[src/design/lss_ram.sv]
// generic single-port-write, single-port-read ram with registered read data
// no dependencies
`default_nettype none

module lss_ram #(
    parameter int WIDTH = 32,
    parameter int DEPTH = 16
) (
    input  wire logic                       clk,
    input  wire logic                       we,
    input  wire logic [$clog2(DEPTH)-1:0]   waddr,
    input  wire logic [WIDTH-1:0]           wdata,
    input  wire logic                       re,
    input  wire logic [$clog2(DEPTH)-1:0]   raddr,
    output logic      [WIDTH-1:0]           rdata
);

    logic [WIDTH-1:0] mem [DEPTH];

    // write port
    always_ff @(posedge clk)
    begin
        if (we)
        begin
            mem[waddr] <= wdata;
        end
    end

    // registered read, holds while re is low
    always_ff @(posedge clk)
    begin
        if (re)
        begin
            rdata <= mem[raddr];
        end
    end

endmodule

`default_nettype wire

[config.mk]
export PLATFORM = sky130hd
export DESIGN_NAME = lss_ram
export DESIGN_NICKNAME = d
export VERILOG_FILES = /design/src/design/lss_ram.sv
export SDC_FILE = /design/constraint.sdc
export NUM_CORES = 1
export LEC_CHECK = 0
export BUFFER_PORTS_ARGS = -buffer_cell sky130_fd_sc_hd__buf_2
export CORE_MARGIN = 2
export CORE_UTILIZATION = 60
export CTS_CLUSTER_DIAMETER = 30
export DETAILED_ROUTE_END_ITERATION = 12
export PLACE_DENSITY = 0.78
export SYNTH_ARGS = -nofsm -noshare
export SYNTH_HDL_FRONTEND = slang
export SYNTH_SLANG_ARGS = --single-unit
[constraint.sdc]
create_clock -name clk -period 4.2 [get_ports clk]
set_input_delay 0.21 -clock clk [delete_from_list [all_inputs] [get_ports clk]]
set_output_delay 0.21 -clock clk [all_outputs]
set_load 0.01 [all_outputs]
==> metrics.yaml <==
status: "completed"
drtPass1Iterations: 7
antenna_left: 0
rows: 67
worst_pin_slew_ps: 1200
cts-root-buf: "clkbuf_16"
fmax_mhz: 547
finalCriticalPeriod_ps: 1830
htreeDepth: 3
crit_family: "buffers and inverters"
cts_buffer_depth: 3
slew_viol_final: 0
holdPathEnd: "mem[10][22]$_DFFE_PP_"
die_w_microns: 187
synth_area_leaders: "edfxtp_1 81%, mux4_2 14%, a22oi_1 2.4%, nand2_1 0.61%, buf_4 0.41%"
critPathMaxStageDelay_ps: 560
pin_count: 75
yosysTopAreaCell: "edfxtp_1"
synthCells: 838
drv_cap: 0
numCtsBuffers: 85
finalNonFillerCells: 1531
num_vias: 9959
initial_core_util_pct: 60.6
criticalPathCategory: "primary input to flop"
syn_area_sq_mm: 0.0202
worstRegToRegCells: 3
grt_max_degree: 61
port_buffers: 74
grt_first_pass_wirelength_microns: 69000
cts_setup_buffers: 0
nets: 1054
fin_crit_sh_pct: 43.5
slowest_stage: "clkbuf_8"
wirelength_microns: 46500
place_congestion: 0.726
crit_buf_inv: 2
worstPathArrival_ps: 2160
grt_overflow: 0
fp.dieH_microns: 187
drt_iter0_drc: 1187
drive_gt1_share_pct: 36.4
hold_path_startpoint: "wdata[22]"
antenna_found_initial: 1
relSlewSlack_pct: 20.1
synth_top_area_share_pct: 81.0
yosysUniqueCellTypes: 17
yosysWarningCount: 0
r2r_slack_ps: 2680
min_path_type: "primary input to flop"
core_area_sq_mm: 0.0333
critical_path.cell_chain: "clkbuf_8 > buf_12 > mux4_2 > a22oi_1 > nand2_1"
grt_pass1_vias: 10708
wl_per_cell_microns: 30.4
grt_util_all_layers_pct: 27.4
setup_viol: 0
cp.required_ps: 4530
dp_cells: 1341
end_kind: "flop"
rsz0062_at_grt: "false"
synth_seq_cells: 544
cts_tree: "done"
power.density_mw_per_mm2: 574
p_total_uw: 14100
die_area_sq_mm: 0.0351
drc_errors: 0
syn_area_per_cell_sq_um: 24.1
synthToLayoutAreaGrowth_pct: 22.0
clock_latency_ps: 600
ir_worst_vdd_uv: 374
hold_buffers: 31
cp_max_fo: 59
leakagePower_uw: 0.00812
start_kind: "primary input"
via_per_inst: 6.50
holdPathStages: 1
clock_skew_ps: 25.4
syn-num-nets: 881
clk_pin_slew_ps: 50
hold_viol_final: 0
post_cts_resized: 0
final.fill_count: 1730
cts_num_sinks: 544
reg2reg_from: "mem[7][3]$_DFFE_PP_"
reg2reg_to: "rdata[3]$_DFFE_PP_"
fin_tns_setup_ps: 0
yosysSeqAreaShare_pct: 81.0
hpwl_microns: 20500
==> layout make-up <==
| cell class | count | area (sq um) | area share, % |
|---|---|---|---|
| clock buffers | 91 | 2170 | 8.82 |
| clock inverters | 67 | 873 | 3.55 |
| repair buffers | 129 | 922 | 3.75 |
| flip-flops and latches | 544 | 16300 | 66.4 |
| well taps | 448 | 561 | 2.28 |
| multi-input cells | 251 | 3750 | 15.2 |
| diodes | 1 | 2.50 | 0.0102 |
==> logic make-up (layout without fill, tap and decap cells) <==
family	count (synthesis)	count (layout)	share of synthesized area, %
other	0	1	0
buffers and inverters	43	287	1.10
muxes	128	128	14.3
and+or+nand+nor	59	59	1.25
AOI/OAI and AO/OA	64	64	2.38
DFF	544	544	81.0
==> per-stage QoR <==
stage / utilization (%) / cell area [sq um] / hold WS [ps] / worst slack, ps
detailed placement: 63.9 / 21300 / 589 / 1710
floorplan: - / 20200 / 309 / 810
finish: 74.0 / 24600 / 26.0 / 2370
global placement: 63.9 / 21300 / 578 / 1770
CTS: 74.0 / 24600 / 6.81 / 2330
global route: 74.0 / 24600 / 23.8 / 2150
==> Yosys cell counts <==
library cell	instances
edfxtp_1	544
nand3_1	1
buf_4	11
and2_1	1
nand3b_1	2
nor2b_1	2
buf_2	4
a22oi_1	64
nand2b_1	2
nand2_1	33
buf_6	2
nor3_1	4
buf_1	9
or3b_2	1
nor2_1	13
mux4_2	128
clkbuf_1	17
==> flip-flops by register name, summed over array words and instances, names as in the netlist <==
signal	flops
mem	512
rdata	32
==> where the power goes <==
part	total, uW	leakage [uW]	switching (uW)	internal [uW]
Sequential	6170	0.00494	42.6	6130
Combinational	562	0.00170	332	230
Clock	7410	0.00148	2610	4800
Total	14100	0.00812	2990	11200
==> routing by layer <==
metal,GRT usage [%],part of all wire [%]
met2,45.1,51
met1,37.0,38
met3,5.31,8.5
met4,11.1,3.0
met5,0,0
==> cells in the final DEF, fill, tap and decap left out, types with 2 or more instances in the layout <==
cell / n
a22oi_1: 64
buf_12: 4
buf_2: 72
buf_4: 21
bufinv_16: 16
clkbuf_1: 5
clkbuf_16: 86
clkinv_1: 6
clkinv_2: 16
clkinv_4: 6
clkinvlp_4: 8
dlygate4sd3_1: 31
edfxtp_1: 544
inv_16: 3
inv_6: 9
inv_8: 2
mux4_2: 128
nand2_1: 33
nand2b_1: 2
nand3b_1: 2
nor2_4: 13
nor2b_4: 2
nor3_2: 4
==> how the worst max path moves through the flow <==
| stage | cells after the start | startpoint | to |
|---|---|---|---|
| global route | 5 | raddr[0] | rdata[21]$_DFFE_PP_ |
| detailed placement | 5 | raddr[0] | rdata[24]$_DFFE_PP_ |
| finish | 5 | raddr[0] | rdata[21]$_DFFE_PP_ |
| global placement | 5 | raddr[0] | rdata[20]$_DFFE_PP_ |
| CTS | 5 | raddr[0] | rdata[21]$_DFFE_PP_ |
| floorplan | 2 | waddr[2] | mem[0][0]$_DFFE_PP_ |
Note: power is estimated with default switching activity, not from simulation.
