### src/design/lss_pkg.sv
// shared constants for the linear system solver
// fixed-point format and configuration register indexes; no dependencies
`default_nettype none

package lss_pkg;

    // fraction bits of the q16.16 format
    localparam int FRAC_BITS = 16;

    // width of the result index field
    localparam int IDX_W = 4;

    // configuration port index width and register indexes
    localparam int CFG_IDX_W = 2;
    localparam logic [CFG_IDX_W-1:0] CFG_SYSTEM_SIZE     = 2'd0;
    localparam logic [CFG_IDX_W-1:0] CFG_PIVOT_THRESHOLD = 2'd1;

endpackage

`default_nettype wire

### src/design/lss_mulsub.sv
// two-stage q16.16 multiply and saturating subtract: res = sat(c - sat(round(a*b)))
// depends on lss_pkg
`default_nettype none

module lss_mulsub
    import lss_pkg::*;
#(
    parameter int DW = 32
) (
    input  wire logic                 clk,
    input  wire logic signed [DW-1:0] a,
    input  wire logic signed [DW-1:0] b,
    input  wire logic signed [DW-1:0] c,
    output logic      signed [DW-1:0] res
);

    localparam logic signed [2*DW-1:0] P_MAX = {{(DW + 1){1'b0}}, {(DW - 1){1'b1}}};
    localparam logic signed [2*DW-1:0] P_MIN = ~P_MAX;
    localparam logic signed [2*DW-1:0] P_HALF = (2*DW)'(1) << (FRAC_BITS - 1);
    localparam logic signed [DW-1:0]   V_MAX = {1'b0, {(DW - 1){1'b1}}};
    localparam logic signed [DW-1:0]   V_MIN = ~V_MAX;

    logic signed [2*DW-1:0] prod_reg;
    logic signed [2*DW-1:0] rnd;
    logic signed [2*DW-1:0] shifted;
    logic signed [DW-1:0]   qm;
    logic signed [DW:0]     diff;
    logic signed [DW-1:0]   res_reg;

    // stage 1: product
    always_ff @(posedge clk)
    begin
        prod_reg <= a * b;
    end

    // stage 2: round, scale, saturate, subtract
    assign rnd     = prod_reg + P_HALF;
    assign shifted = rnd >>> FRAC_BITS;

    always_comb
    begin
        if (shifted > P_MAX)
        begin
            qm = V_MAX;
        end
        else if (shifted < P_MIN)
        begin
            qm = V_MIN;
        end
        else
        begin
            qm = shifted[DW-1:0];
        end
    end

    assign diff = {c[DW-1], c} - {qm[DW-1], qm};

    always_ff @(posedge clk)
    begin
        if (diff[DW] != diff[DW-1])
        begin
            res_reg <= diff[DW] ? V_MIN : V_MAX;
        end
        else
        begin
            res_reg <= diff[DW-1:0];
        end
    end

    assign res = res_reg;

endmodule

`default_nettype wire

### config.mk
export PLATFORM = sky130hd
export DESIGN_NAME = lss_mulsub
export DESIGN_NICKNAME = d
export VERILOG_FILES = /design/src/design/lss_pkg.sv /design/src/design/lss_mulsub.sv
export SDC_FILE = /design/constraint.sdc
export NUM_CORES = 2
export LEC_CHECK = 0
export ABC_AREA = 1
export ABC_CLOCK_PERIOD_IN_PS = 17700
export BUFFER_PORTS_ARGS = -buffer_cell sky130_fd_sc_hd__buf_2
export CAP_MARGIN = 20
export CORE_ASPECT_RATIO = 1.75
export CORE_MARGIN = 1.5
export CORE_UTILIZATION = 50
export CTS_CLUSTER_DIAMETER = 50
export DETAILED_ROUTE_END_ITERATION = 16
export PLACE_DENSITY = 0.64
export SYNTH_ARGS = -nofsm -noshare
export SYNTH_HDL_FRONTEND = slang
export SYNTH_SLANG_ARGS = --single-unit
### constraint.sdc
create_clock -name clk -period 17.7 [get_ports clk]
set_input_delay 1.77 -clock clk [delete_from_list [all_inputs] [get_ports clk]]
set_output_delay 1.77 -clock clk [all_outputs]
set_load 0.01 [all_outputs]
==> run metrics <==
Skew-Pair Late Insertion Delay 0.36 ns; initial antenna violation count 6; Layout Utilization 0.525; status finished clean; Distinct cells, synth between 40 and 50; Worst Path Required 17.96 ns; Fin. Hold Viols 0; total grt overflow 0; RR Endpoint res[11]; Slew @ Worst Pin approximately 1.2 ns; htree depth 3; commonest non-fill, non-tap cell in the layout inv_1; Synth area leaders fa_1 (50%), inv_1 (15%), nand2_1 (13%), ha_1 (6.2%), dfxtp_1 (3.8%); Rel. slew slack 0.230; initial core utilization 0.504; DR vias/cell 5.20; CTS tree yes; fmax 103 MHz; Via Count 34,955; die width 225 um; Synth top area share 0.502; CTS Hold Bufs 0; post-route setup TNS 0 ns; unrepaired setup endpoints after global routing false; Max Slew Vio Count 0; Reg2Reg Depth 30; ANT nets after route 0; Placer Congestion 0.998; Core Region 85,600 um^2; YS warnings 0; Seq/Total Area, Yosys 0.0375; largest net degree at the start of global routing 33; Crit Path Class input pin to register; max_cap viols 0; Cells after Synth 5,612; Worst Min Path Start prod_reg[16]; setup slack, reg-to-reg ~12 ns; commonest cells after routing, fill and taps aside inv_1 (1,701), nand2_1 (1,519), fa_1 (1,082), nor2_1 (278), ha_1 (213); initial DRC count 1,773; Root Driver clkbuf_16; crit path max fanout 32; Crit path arrival time between 9 and 10 ns; final setup fails 0; Area growth syn-to-layout 4.08%; die area 88,200 um^2; I/O Buffers around 130; GRT Total Usage 0.313; min cycle time layout 9.73 ns; Syn Nets roughly 7,000; total wire length 131 mm; postcts setup bufs 0; Hold Crit Depth 7; setup skew after layout 0.0127 ns; FP Rows 142; total CTS buffers 9; Crit. Startpoint b[6]; reg2reg start prod_reg[15]; Yosys reg bits 81; fin nets 6,959; clk slew on worst S/H paths 0.07 ns; cell area after synthesis 43,200 um^2; I/O pins 129; max reg flops between 40 and 50; Die Span Y 392 um; Mapped Avg Cell Area roughly 7.7 um^2; number of global-route vias before repair 39,224; DRC 0; largest area contributor in the netlist fa_1; first-pass iteration count of the detailed router 6; hpwl dp 109 mm; clock sink total 81; global-route wire length before repair 209 mm; post-CTS sizing 0; fillers approximately 8,600; layout cells sized above 1 0.0341; Hold Path End res[0]; crit start category input pin; Setup crit end kind register; Wirelength per Cell around 19 um; part of the cycle the worst path needs 0.550; maximum root-to-sink buffer count 2; worst hold path class register to register
==> how the worst max path moves through the flow <==
stage | to | slack, ns | cells past startpoint
CTS | prod_reg[63] | 7.90 | 27
global placement | prod_reg[58] | 7.61 | 27
floorplan | prod_reg[61] | 9.21 | 27
detailed placement | prod_reg[63] | 7.54 | 27
global route | prod_reg[58] | 7.52 | 28
finish | prod_reg[58] | 7.97 | 27
==> area by class of cell <==
type	count	area (um^2)	area share
antenna	2	5.00	0.000111
clock buffer	11	253	0.00562
clock inverter	5	61.3	0.00136
inverter	1702	6390	0.142
sequential	81	1620	0.0361
timing repair buffer	148	791	0.0176
tap	1152	1440	0.0321
multi-input combinational	3625	34400	0.765
==> cell usage after synthesis, drive strengths merged <==
master and n:
inv 1702, nand2 1523, fa 1082, nor2 288
ha 213, clkbuf 191, a21oi 131, o21ai 84
dfxtp 81, xor2 79, nand3 74, nand4 30
xnor2 28, nor3 20, buf 13, a21o 10
o21a 9, or2 9, a31oi 8, o21bai 8
a211oi 6, nor4 6, o211ai 4, a21boi 3
and2 2, and3 2, a31o 1, nand2b 1
nand3b 1, o2111ai 1, o221a 1, o221ai 1
==> layer usage <==
layer / global-route usage / up-vias / routed length [um]
li1: - / 15594 / -
met1: 0.321 / 17502 / 43000
met2: 0.598 / 1309 / 70800
met3: 0.0269 / 540 / 6040
met4: 0.205 / 10 / 10700
met5: 0 / - / 67
==> cell families after synthesis <==
family,synth area share
buf+inv,0.166
simple gates,0.177
compound gates,0.0339
xor+xnor,0.0217
fa+ha+maj,0.563
flops,0.0375
==> metrics by stage <==
step / instances / instance area, um^2 / setup WS, ns / hold slack, ns
after floorplan: 5612 / 43200 / 9.21 / 0.785
after global placement: 6708 / 44600 / 7.61 / 0.944
after detailed placement: 6708 / 44600 / 7.54 / 0.974
after CTS: 6724 / 44900 / 7.90 / 0.999
after global routing: 6725 / 44900 / 7.52 / 1.09
final: 6726 / 45000 / 7.97 / 0.976
==> critical path, cell delays in order <==
cell and delay (ns):
buf_2 0.63, nand2_1 0.21, inv_1 0.12, fa_1 0.41
inv_1 0.25, fa_1 0.46, inv_1 0.24, fa_1 0.50
fa_1 0.92, inv_1 0.40, fa_1 0.58, inv_1 0.06
fa_1 0.53, inv_1 0.05, fa_1 0.47, inv_1 0.05
fa_1 0.45, ha_1 0.41, nand2_1 0.13, nor2_1 0.10
inv_1 0.09, nor2_1 0.29, nand2_1 0.15, a21oi_1 0.37
a211oi_1 0.13, nand3_1 0.11, nand2_1 0.06
Power is left out: the tool's default activity adds up to more than one toggle a clock period on the data nets, which glitch-free logic cannot reach.
