$ cat src/design/lss_pkg.sv
// shared constants for the linear system solver
// fixed-point format and configuration register indexes; no dependencies
`default_nettype none

package lss_pkg;

    // fraction bits of the q16.16 format
    localparam int FRAC_BITS = 16;

    // width of the result index field
    localparam int IDX_W = 4;

    // configuration port index width and register indexes
    localparam int CFG_IDX_W = 2;
    localparam logic [CFG_IDX_W-1:0] CFG_SYSTEM_SIZE     = 2'd0;
    localparam logic [CFG_IDX_W-1:0] CFG_PIVOT_THRESHOLD = 2'd1;

endpackage

`default_nettype wire

$ cat src/design/lss_div.sv
// iterative q16.16 divider, one quotient bit per cycle, saturating result
// depends on lss_pkg
`default_nettype none

module lss_div
    import lss_pkg::*;
#(
    parameter int DW = 32
) (
    input  wire logic          clk,
    input  wire logic          rst_n,
    input  wire logic          start,
    input  wire logic [DW-1:0] num,
    input  wire logic [DW-1:0] den,
    output logic      [DW-1:0] quot,
    output logic               done
);

    localparam int NW   = DW + FRAC_BITS;
    localparam int CNTW = $clog2(NW + 1);
    localparam logic [NW-1:0] POS_MAX = {{(NW - DW + 1){1'b0}}, {(DW - 1){1'b1}}};
    localparam logic [NW-1:0] NEG_MAX = NW'(1) << (DW - 1);

    logic            busy_reg, busy_next;
    logic            done_reg, done_next;
    logic [CNTW-1:0] cnt_reg, cnt_next;
    logic [NW-1:0]   q_reg, q_next;
    logic [DW-1:0]   rem_reg, rem_next;
    logic [DW-1:0]   dmag_reg, dmag_next;
    logic            neg_reg, neg_next;

    logic [DW-1:0]   num_abs;
    logic [DW-1:0]   den_abs;
    logic [DW:0]     rem_sh;
    logic            ge;

    assign num_abs = num[DW-1] ? (~num + 1'b1) : num;
    assign den_abs = den[DW-1] ? (~den + 1'b1) : den;
    assign rem_sh  = {rem_reg, q_reg[NW-1]};
    assign ge      = rem_sh >= {1'b0, dmag_reg};

    // restoring division on magnitudes
    always_comb
    begin
        busy_next = busy_reg;
        done_next = 1'b0;
        cnt_next  = cnt_reg;
        q_next    = q_reg;
        rem_next  = rem_reg;
        dmag_next = dmag_reg;
        neg_next  = neg_reg;
        if (start)
        begin
            busy_next = 1'b1;
            cnt_next  = '0;
            q_next    = {num_abs, {FRAC_BITS{1'b0}}};
            rem_next  = '0;
            dmag_next = den_abs;
            neg_next  = num[DW-1] ^ den[DW-1];
        end
        else if (busy_reg)
        begin
            rem_next = ge ? DW'(rem_sh - {1'b0, dmag_reg}) : rem_sh[DW-1:0];
            q_next   = {q_reg[NW-2:0], ge};
            cnt_next = cnt_reg + 1'b1;
            if (cnt_reg == CNTW'(NW - 1))
            begin
                busy_next = 1'b0;
                done_next = 1'b1;
            end
        end
    end

    always_ff @(posedge clk or negedge rst_n)
    begin
        if (!rst_n)
        begin
            busy_reg <= 1'b0;
            done_reg <= 1'b0;
            cnt_reg  <= '0;
            q_reg    <= '0;
            rem_reg  <= '0;
            dmag_reg <= '0;
            neg_reg  <= 1'b0;
        end
        else
        begin
            busy_reg <= busy_next;
            done_reg <= done_next;
            cnt_reg  <= cnt_next;
            q_reg    <= q_next;
            rem_reg  <= rem_next;
            dmag_reg <= dmag_next;
            neg_reg  <= neg_next;
        end
    end

    // sign and saturation of the quotient
    always_comb
    begin
        if (!neg_reg)
        begin
            quot = (q_reg > POS_MAX) ? POS_MAX[DW-1:0] : q_reg[DW-1:0];
        end
        else
        begin
            quot = (q_reg > NEG_MAX) ? NEG_MAX[DW-1:0] : (~q_reg[DW-1:0] + 1'b1);
        end
    end

    assign done = done_reg;

endmodule

`default_nettype wire

$ cat config.mk
export PLATFORM = sky130hd
export DESIGN_NAME = lss_div
export DESIGN_NICKNAME = d
export VERILOG_FILES = /design/src/design/lss_pkg.sv /design/src/design/lss_div.sv
export SDC_FILE = /design/constraint.sdc
export NUM_CORES = 1
export LEC_CHECK = 0
export ABC_AREA = 1
export BUFFER_PORTS_ARGS = -buffer_cell sky130_fd_sc_hd__buf_2
export CAP_MARGIN = 15
export CORE_AREA = 5 5 152 154
export CTS_CLUSTER_SIZE = 28
export DETAILED_ROUTE_END_ITERATION = 10
export DIE_AREA = 0 0 157 159
export GPL_TIMING_DRIVEN = 0
export PLACE_DENSITY = 0.8
export SLEW_MARGIN = 30
export SYNTH_ARGS = -nofsm -noshare
export SYNTH_HDL_FRONTEND = slang
export SYNTH_SLANG_ARGS = --single-unit
$ cat constraint.sdc
create_clock -name clk -period 3.2 [get_ports clk]
set_clock_uncertainty 0.1 [all_clocks]
set_input_delay 0.32 -clock clk [delete_from_list [all_inputs] [get_ports clk]]
set_output_delay 0.32 -clock clk [all_outputs]
set_load 0.1 [all_outputs]
==> results.sh, run 1 <==
export IMPL_grt_pass1_wl_um=56150
export IMPL_insertion_delay_ns=0.43
export IMPL_m1WireLength_um=15880
export IMPL_largest_reg_flops=48
export IMPL_crit_fanout=5
export IMPL_synthXorXnorAreaFrac_pct=6.171
export IMPL_vias_per_cell=5.413
export IMPL_dpl_cell_area_um2=11680
export IMPL_power_leakage_uw=0.006700
export IMPL_numPortBuffers=98
export IMPL_area_growth_syn_to_layout_pct=16.04
export IMPL_fp_dieW_um=157
export IMPL_worstReg2RegEnd="rem_reg[24]"
export IMPL_drt_total_wl_um=34420
export IMPL_drv_slew=0
export IMPL_synth_top_area_cell="dfrtp_1"
export IMPL_min_path_type="primary input to flop"
export IMPL_pin_count=100
export IMPL_postRouteAntennaNets=0
export IMPL_crit_arrival_ns=2.64
export IMPL_die_area_um2=24960
export IMPL_cpPeakStageDelay_ns=0.41
export IMPL_vias=11710
export IMPL_setup_violations=0
export IMPL_synth_top_family_by_area="simple AND/OR/NAND/NOR gates"
export IMPL_antenna_found_initial=0
export IMPL_cap_viol_max_count=0
export IMPL_synthArstFlopShare_pct=100.0
export IMPL_synth_edff_count=0
export IMPL_r2r_cells=15
export IMPL_worstPathCellList="inv_2, nand3_2, nor3_4, nand2_2, nor2_4, nand2_1, nor2_2, nand3_1, a31oi_1, buf_6"
export IMPL_worstSetupStartpointType="flop"
export IMPL_netlist_area_um2=10790
export IMPL_cp_required_ns=2.78
export IMPL_cts_root_buf="clkbuf_16"
export IMPL_yosysMostFrequentCell="nand2_1"
export IMPL_synth_net_count=1856
export IMPL_slew_headroom_pct=43.43
export IMPL_n_antenna_cell=0
export IMPL_drc=0
export IMPL_yosysWarningCount=0
export IMPL_synth_area_top_cells="dfrtp_1 28%, nand2_1 20%, inv_1 8.8%"
export IMPL_first_global_vias=11030
export IMPL_numCtsBuffers=17
export IMPL_crit_path_end="quot[31]"
export IMPL_start_util_pct=50.05
export IMPL_endpoint_kind="primary output"
export IMPL_grt_max_degree=82
export IMPL_synth_seq_area_share_pct=28.07
export IMPL_max_freq_ghz=0.3268
export IMPL_drtIter0Drc=1166
export IMPL_clk_pin_slew_ns=0.06
export IMPL_nNetsFinal=1975
export IMPL_worst_slew_pin_slew_ns=0.8485
export IMPL_firstDrtPassIters=6
export IMPL_htree_levels=4
export IMPL_syn_avg_cell_area_um2=6.157
export IMPL_dpl_cell_count=2131
export IMPL_grt_overflow=0
export IMPL_ys_ff_latch=121
export IMPL_finalCritPeriodShare_pct=95.62
export IMPL_yosys_top_cells_count="577 x nand2_1, 252 x inv_1, 154 x nand3_1"
export IMPL_ir_worst_vdd_mv=0.4424
export IMPL_min_period_ns=3.060
export IMPL_rsz0062_at_grt="no"
export IMPL_p_per_area_nw_per_um2=708.0
export IMPL_route_met3_wl_um=2236
export IMPL_die_h_um=159
export IMPL_wl_per_cell_um=15.91
export IMPL_rows=54
export IMPL_finalHoldViolations=0
export IMPL_place_ws_ns=0.2202
export IMPL_status="complete, no violations"
export IMPL_worstSetupStartpoint="q_reg[2]"
export IMPL_clkSinkCount=121
export IMPL_finalNonFillerCells=2164
export IMPL_synth_compound_area_share_pct=10.74
export IMPL_synthesis_instances=1752
export IMPL_grt_usage_pct=27.66
export IMPL_fin_area_um2=12520
export IMPL_clk_path_buf_depth=2
export IMPL_post_dp_hpwl_um=27080
export IMPL_synth_ff_type="dfrtp_1"
export IMPL_top_layer_used="met4"
export IMPL_finalWorstSetupSlack_ns=0.1401
export IMPL_synthDistinctLibCells=47
export IMPL_crit_type="flop to primary output"
export IMPL_met2WireLength_um=15530
export IMPL_timing_rr_start="q_reg[47]"
export IMPL_holdWs_ns=0.08337
export IMPL_reg2reg_slack_ns=0.67
export IMPL_cts_tree="yes"
export IMPL_place_congestion=1.048
export IMPL_synth_fa_ha_area_share_pct=4.361
export IMPL_core_um2=21550
export IMPL_synthMuxAreaShare_pct=0
export IMPL_drive_above_1_share_pct=10.24
export IMPL_synth_top_area_share_pct=28.07
export IMPL_cp_slowest_cell="dfrtp_1"
export IMPL_synthSimpleGateAreaFrac_pct=39.21
## critical path: cells and delay by family, from the launching register on
kind,cells,cell delay (ns)
and+or+nand+nor,7,1.10
buffers and inverters,2,0.41
DFF,1,0.41
AOI/OAI and AO/OA,1,0.28
## worst min path at each step
stage	to	from	cells past startpoint	slack (ns)
after floorplan	busy_reg	rst_n	0	-0.08
after global placement	cnt_reg[5]	cnt_reg[5]	1	0.36
after detailed placement	dmag_reg[12]	rst_n	1	0.13
after CTS	dmag_reg[28]	den[28]	3	0.08
after global routing	dmag_reg[28]	den[28]	3	0.09
final	q_reg[44]	num[28]	4	0.08
## routing by layer
layer / vias to the layer above / track usage, %
met5: - / 0
met4: 0 / 7.968
met3: 60 / 3.751
met2: 415 / 42.84
met1: 5434 / 40.37
li1: 5804 / -
## power by group
group	switching [µW]	total, µW	internal (µW)
sequential	217	2020	1800
clock	751	2200	1450
combinational	3080	4640	1570
total	4040	8860	4820
## cells by family after synthesis
| family | Yosys count |
|---|---|
| buffers and inverters | 317 |
| adder cells (fa/ha/maj) | 37 |
| XOR/XNOR | 76 |
| AO/OA/AOI/OAI | 216 |
| AND/OR/NAND/NOR | 985 |
| flip-flops | 121 |
## area by class of cell
cell class / count / area (µm²)
plain buffers: 54 / 247.7
clock buffers: 22 / 474.2
fillers: 2084 / 9036
repair buffers: 100 / 656.9
flip-flops and latches: 121 / 3029
inverters: 263 / 987.2
multi-input cells: 1314 / 6584
clock inverters: 10 / 187.7
well taps: 280 / 350.3
## repair_timing
item                                   CTS  global route
setup endpoints to repair               31            32
endpoints found under the hold margin   40             0
hold buffers                             1             0
setup buffers                            0             0
gates resized for setup                 34            19
## cells in the final DEF, fill, tap and decap left out, drive strengths merged, types with 3 or more instances in the layout
cell    instances
nand2         586
inv           260
nand3         158
nor2          158
o21ai         150
dfrtp         121
buf           119
xor2           60
clkbuf         56
ha             36
nand4          33
a21oi          29
nor3           18
xnor2          16
o22ai          16
nand3b         15
a31oi           8
clkinv          6
nor4            6
bufinv          5
and2            4
or2             3
o21bai          3
## through the flow
stage / setup TNS [ns] / utilization (%) / power (µW)
detailed placement: 0 / 54.19 / 6522
finish: 0 / 58.07 / 8862
global route: 0 / 58.07 / 9528
global placement: 0 / 54.02 / 6447
floorplan: -2.919 / - / 5440
CTS: -0.03687 / 57.72 / 8776
No activity file was read; power rests on OpenSTA's default activity.
==> run 2, diff against run 1 <==
--- a/config.mk
+++ b/config.mk
@@ -8,11 +8,12 @@
 export ABC_AREA = 1
 export BUFFER_PORTS_ARGS = -buffer_cell sky130_fd_sc_hd__buf_2
 export CAP_MARGIN = 15
-export CORE_AREA = 5 5 152 154
+export CORE_AREA = 2 2 149 151
 export CTS_CLUSTER_SIZE = 28
 export DETAILED_ROUTE_END_ITERATION = 10
-export DIE_AREA = 0 0 157 159
+export DIE_AREA = 0 0 151 153
 export GPL_TIMING_DRIVEN = 0
+export MAX_ROUTING_LAYER = met4
 export PLACE_DENSITY = 0.8
 export SLEW_MARGIN = 30
 export SYNTH_ARGS = -nofsm -noshare
==> constraint.sdc (replaced) <==
create_clock -name clk -period 3.45 [get_ports clk]
set_clock_uncertainty 0.1 [all_clocks]
set_input_delay 0.345 -clock clk [delete_from_list [all_inputs] [get_ports clk]]
set_output_delay 0.345 -clock clk [all_outputs]
set_load 0.1 [all_outputs]
==> run 2 against run 1 <==
Effect of this change: register-to-register slack improved by 0.22 ns; combinational power shrank 7.8%; critical path depth decreased by 1; non-clock buffer count unchanged; die area down 7.5%; critical endpoint is now quot[29]; largest cell class unchanged; highest routed layer unchanged.
==> results.sh, run 2 (synthesis gave the netlist of run 1 again) <==
export IMPL_status="complete, no violations"
export IMPL_postRouteAntennaNets=0
export IMPL_start_util_pct=50.20
export IMPL_dpl_cell_count=2131
export IMPL_regArea_um2=3028
export IMPL_layout_commonest_cell="nand2_1"
export IMPL_max_freq_ghz=0.3006
export IMPL_power_leakage_uw=0.006656
export IMPL_cts_tree="yes"
export IMPL_slew_headroom_pct=48.69
export IMPL_crit_fanout=10
export IMPL_cts_root_buf="clkbuf_16"
export IMPL_numPortBuffers=98
export IMPL_min_from="den[30]"
export IMPL_worstSetupStartpointType="flop"
export IMPL_drc=0
export IMPL_vias=11750
export IMPL_area_growth_syn_to_layout_pct=14.63
export IMPL_nFillCells=2163
export IMPL_crit_type="flop to primary output"
export IMPL_worstReg2RegEnd="rem_reg[24]"
export IMPL_rsz0062_at_grt="no"
export IMPL_finalCritPeriodShare_pct=96.44
export IMPL_finalHoldViolations=0
export IMPL_clk_pin_slew_ns=0.06
export IMPL_vias_per_cell=5.431
export IMPL_endpoint_kind="primary output"
export IMPL_firstDrtPassIters=6
export IMPL_worst_slew_pin_slew_ns=0.7697
export IMPL_antenna_found_initial=0
export IMPL_grt_pass1_wl_um=55170
export IMPL_core_um2=21490
export IMPL_die_area_um2=23100
export IMPL_whs_path_depth=3
export IMPL_setup_violations=0
export IMPL_drive_above_1_share_pct=9.506
export IMPL_wl_per_cell_um=15.95
export IMPL_grt_max_degree=85
export IMPL_rows=54
export IMPL_grt_usage_pct=31.18
export IMPL_timing_rr_start="q_reg[47]"
export IMPL_htree_levels=4
export IMPL_fp_dieW_um=151
export IMPL_insertion_delay_ns=0.43
export IMPL_first_global_vias=10850
export IMPL_fin_area_um2=12360
export IMPL_clk_path_buf_depth=2
export IMPL_numCtsBuffers=17
export IMPL_hold_end="dmag_reg[30]"
export IMPL_die_h_um=153
export IMPL_postLayoutCoreUtil_pct=57.55
export IMPL_p_total_uw=8064
export IMPL_crit_arrival_ns=2.88
export IMPL_drv_slew=0
export IMPL_place_congestion=1.002
export IMPL_multi_input_area_um2=6526
export IMPL_finalNonFillerCells=2163
export IMPL_dpl_cell_area_um2=11660
export IMPL_drtIter0Drc=1074
export IMPL_reg2reg_slack_ns=0.89
export IMPL_min_period_ns=3.327
export IMPL_clkSinkCount=121
export IMPL_pin_count=100
export IMPL_post_dp_hpwl_um=27360
export IMPL_r2r_cells=15
export IMPL_p_per_area_nw_per_um2=652.2
export IMPL_most_common_layout_cells="577 x nand2_1, 252 x inv_1, 154 x nand3_1"
export IMPL_drt_total_wl_um=34490
export IMPL_cp_required_ns=3.00
export IMPL_min_path_type="primary input to flop"
export IMPL_ir_worst_vdd_mv=0.3682
export IMPL_nNetsFinal=1975
export IMPL_largest_reg_flops=48
export IMPL_cap_viol_max_count=0
export IMPL_n_antenna_cell=0
export IMPL_grt_overflow=0
[run 2: worst max-delay path, stage by stage (launching register included)]
cell and delay (ns):
dfrtp_1 0.51, nor4_1 0.32, nand2_1 0.14, nor2_1 0.24, nand2_1 0.17, nand2_1 0.16, nand2_1 0.09, buf_2 0.22
o21ai_1 0.27, buf_4 0.34
[run 2: layout make-up]
type,count,area share (%)
inverters,263,7.984
repair buffers,100,4.958
well taps,280,2.833
clock buffers,23,3.785
clock inverters,8,1.164
multi-input cells,1314,52.78
plain buffers,54,2.004
flip-flops and latches,121,24.49
[run 2: worst max-delay path by stage]
stage               depth (start not counted)         to       from  slack, ns
finish                                      9   quot[29]  q_reg[47]       0.12
global route                                9   quot[13]  q_reg[47]      0.001
CTS                                        12   quot[27]   q_reg[0]      0.002
detailed placement                         12   quot[27]   q_reg[0]       0.45
global placement                            1  q_reg[12]      rst_n       0.36
floorplan                                  11    quot[4]   q_reg[0]      -0.64
[run 2: stage by stage]
stage / setup slack (ns) / TNS (ns) / hold slack (ns)
global route: 0.001363 / 0 / 0.1177
global placement: 0.3627 / 0 / 0.3610
finish: 0.1229 / 0 / 0.1167
CTS: 0.001615 / 0 / 0.1090
floorplan: -0.6387 / -1.277 / -0.05059
detailed placement: 0.4501 / 0 / 0.1427
[run 2: metal layers]
metal,routed length [µm],global-route usage (%),vias up
li1,-,-,5801
met1,16220,44.19,5463
met2,15320,46.30,440
met3,2209,4.179,44
met4,744,9.613,0
met5,0,-,-
[run 2: repair_timing]
item                                    4_1_cts  5_1_grt
hold buffers                                  1        0
endpoints found under the setup margin        0       30
hold endpoints to repair                     37        0
buffers inserted                              0        0
gates resized for setup                       0       37
[run 2: report_power, final]
part	total [µW]	switching, µW	internal [µW]
Sequential	1870	194	1670
Clock	1920	675	1240
Combinational	4280	2850	1430
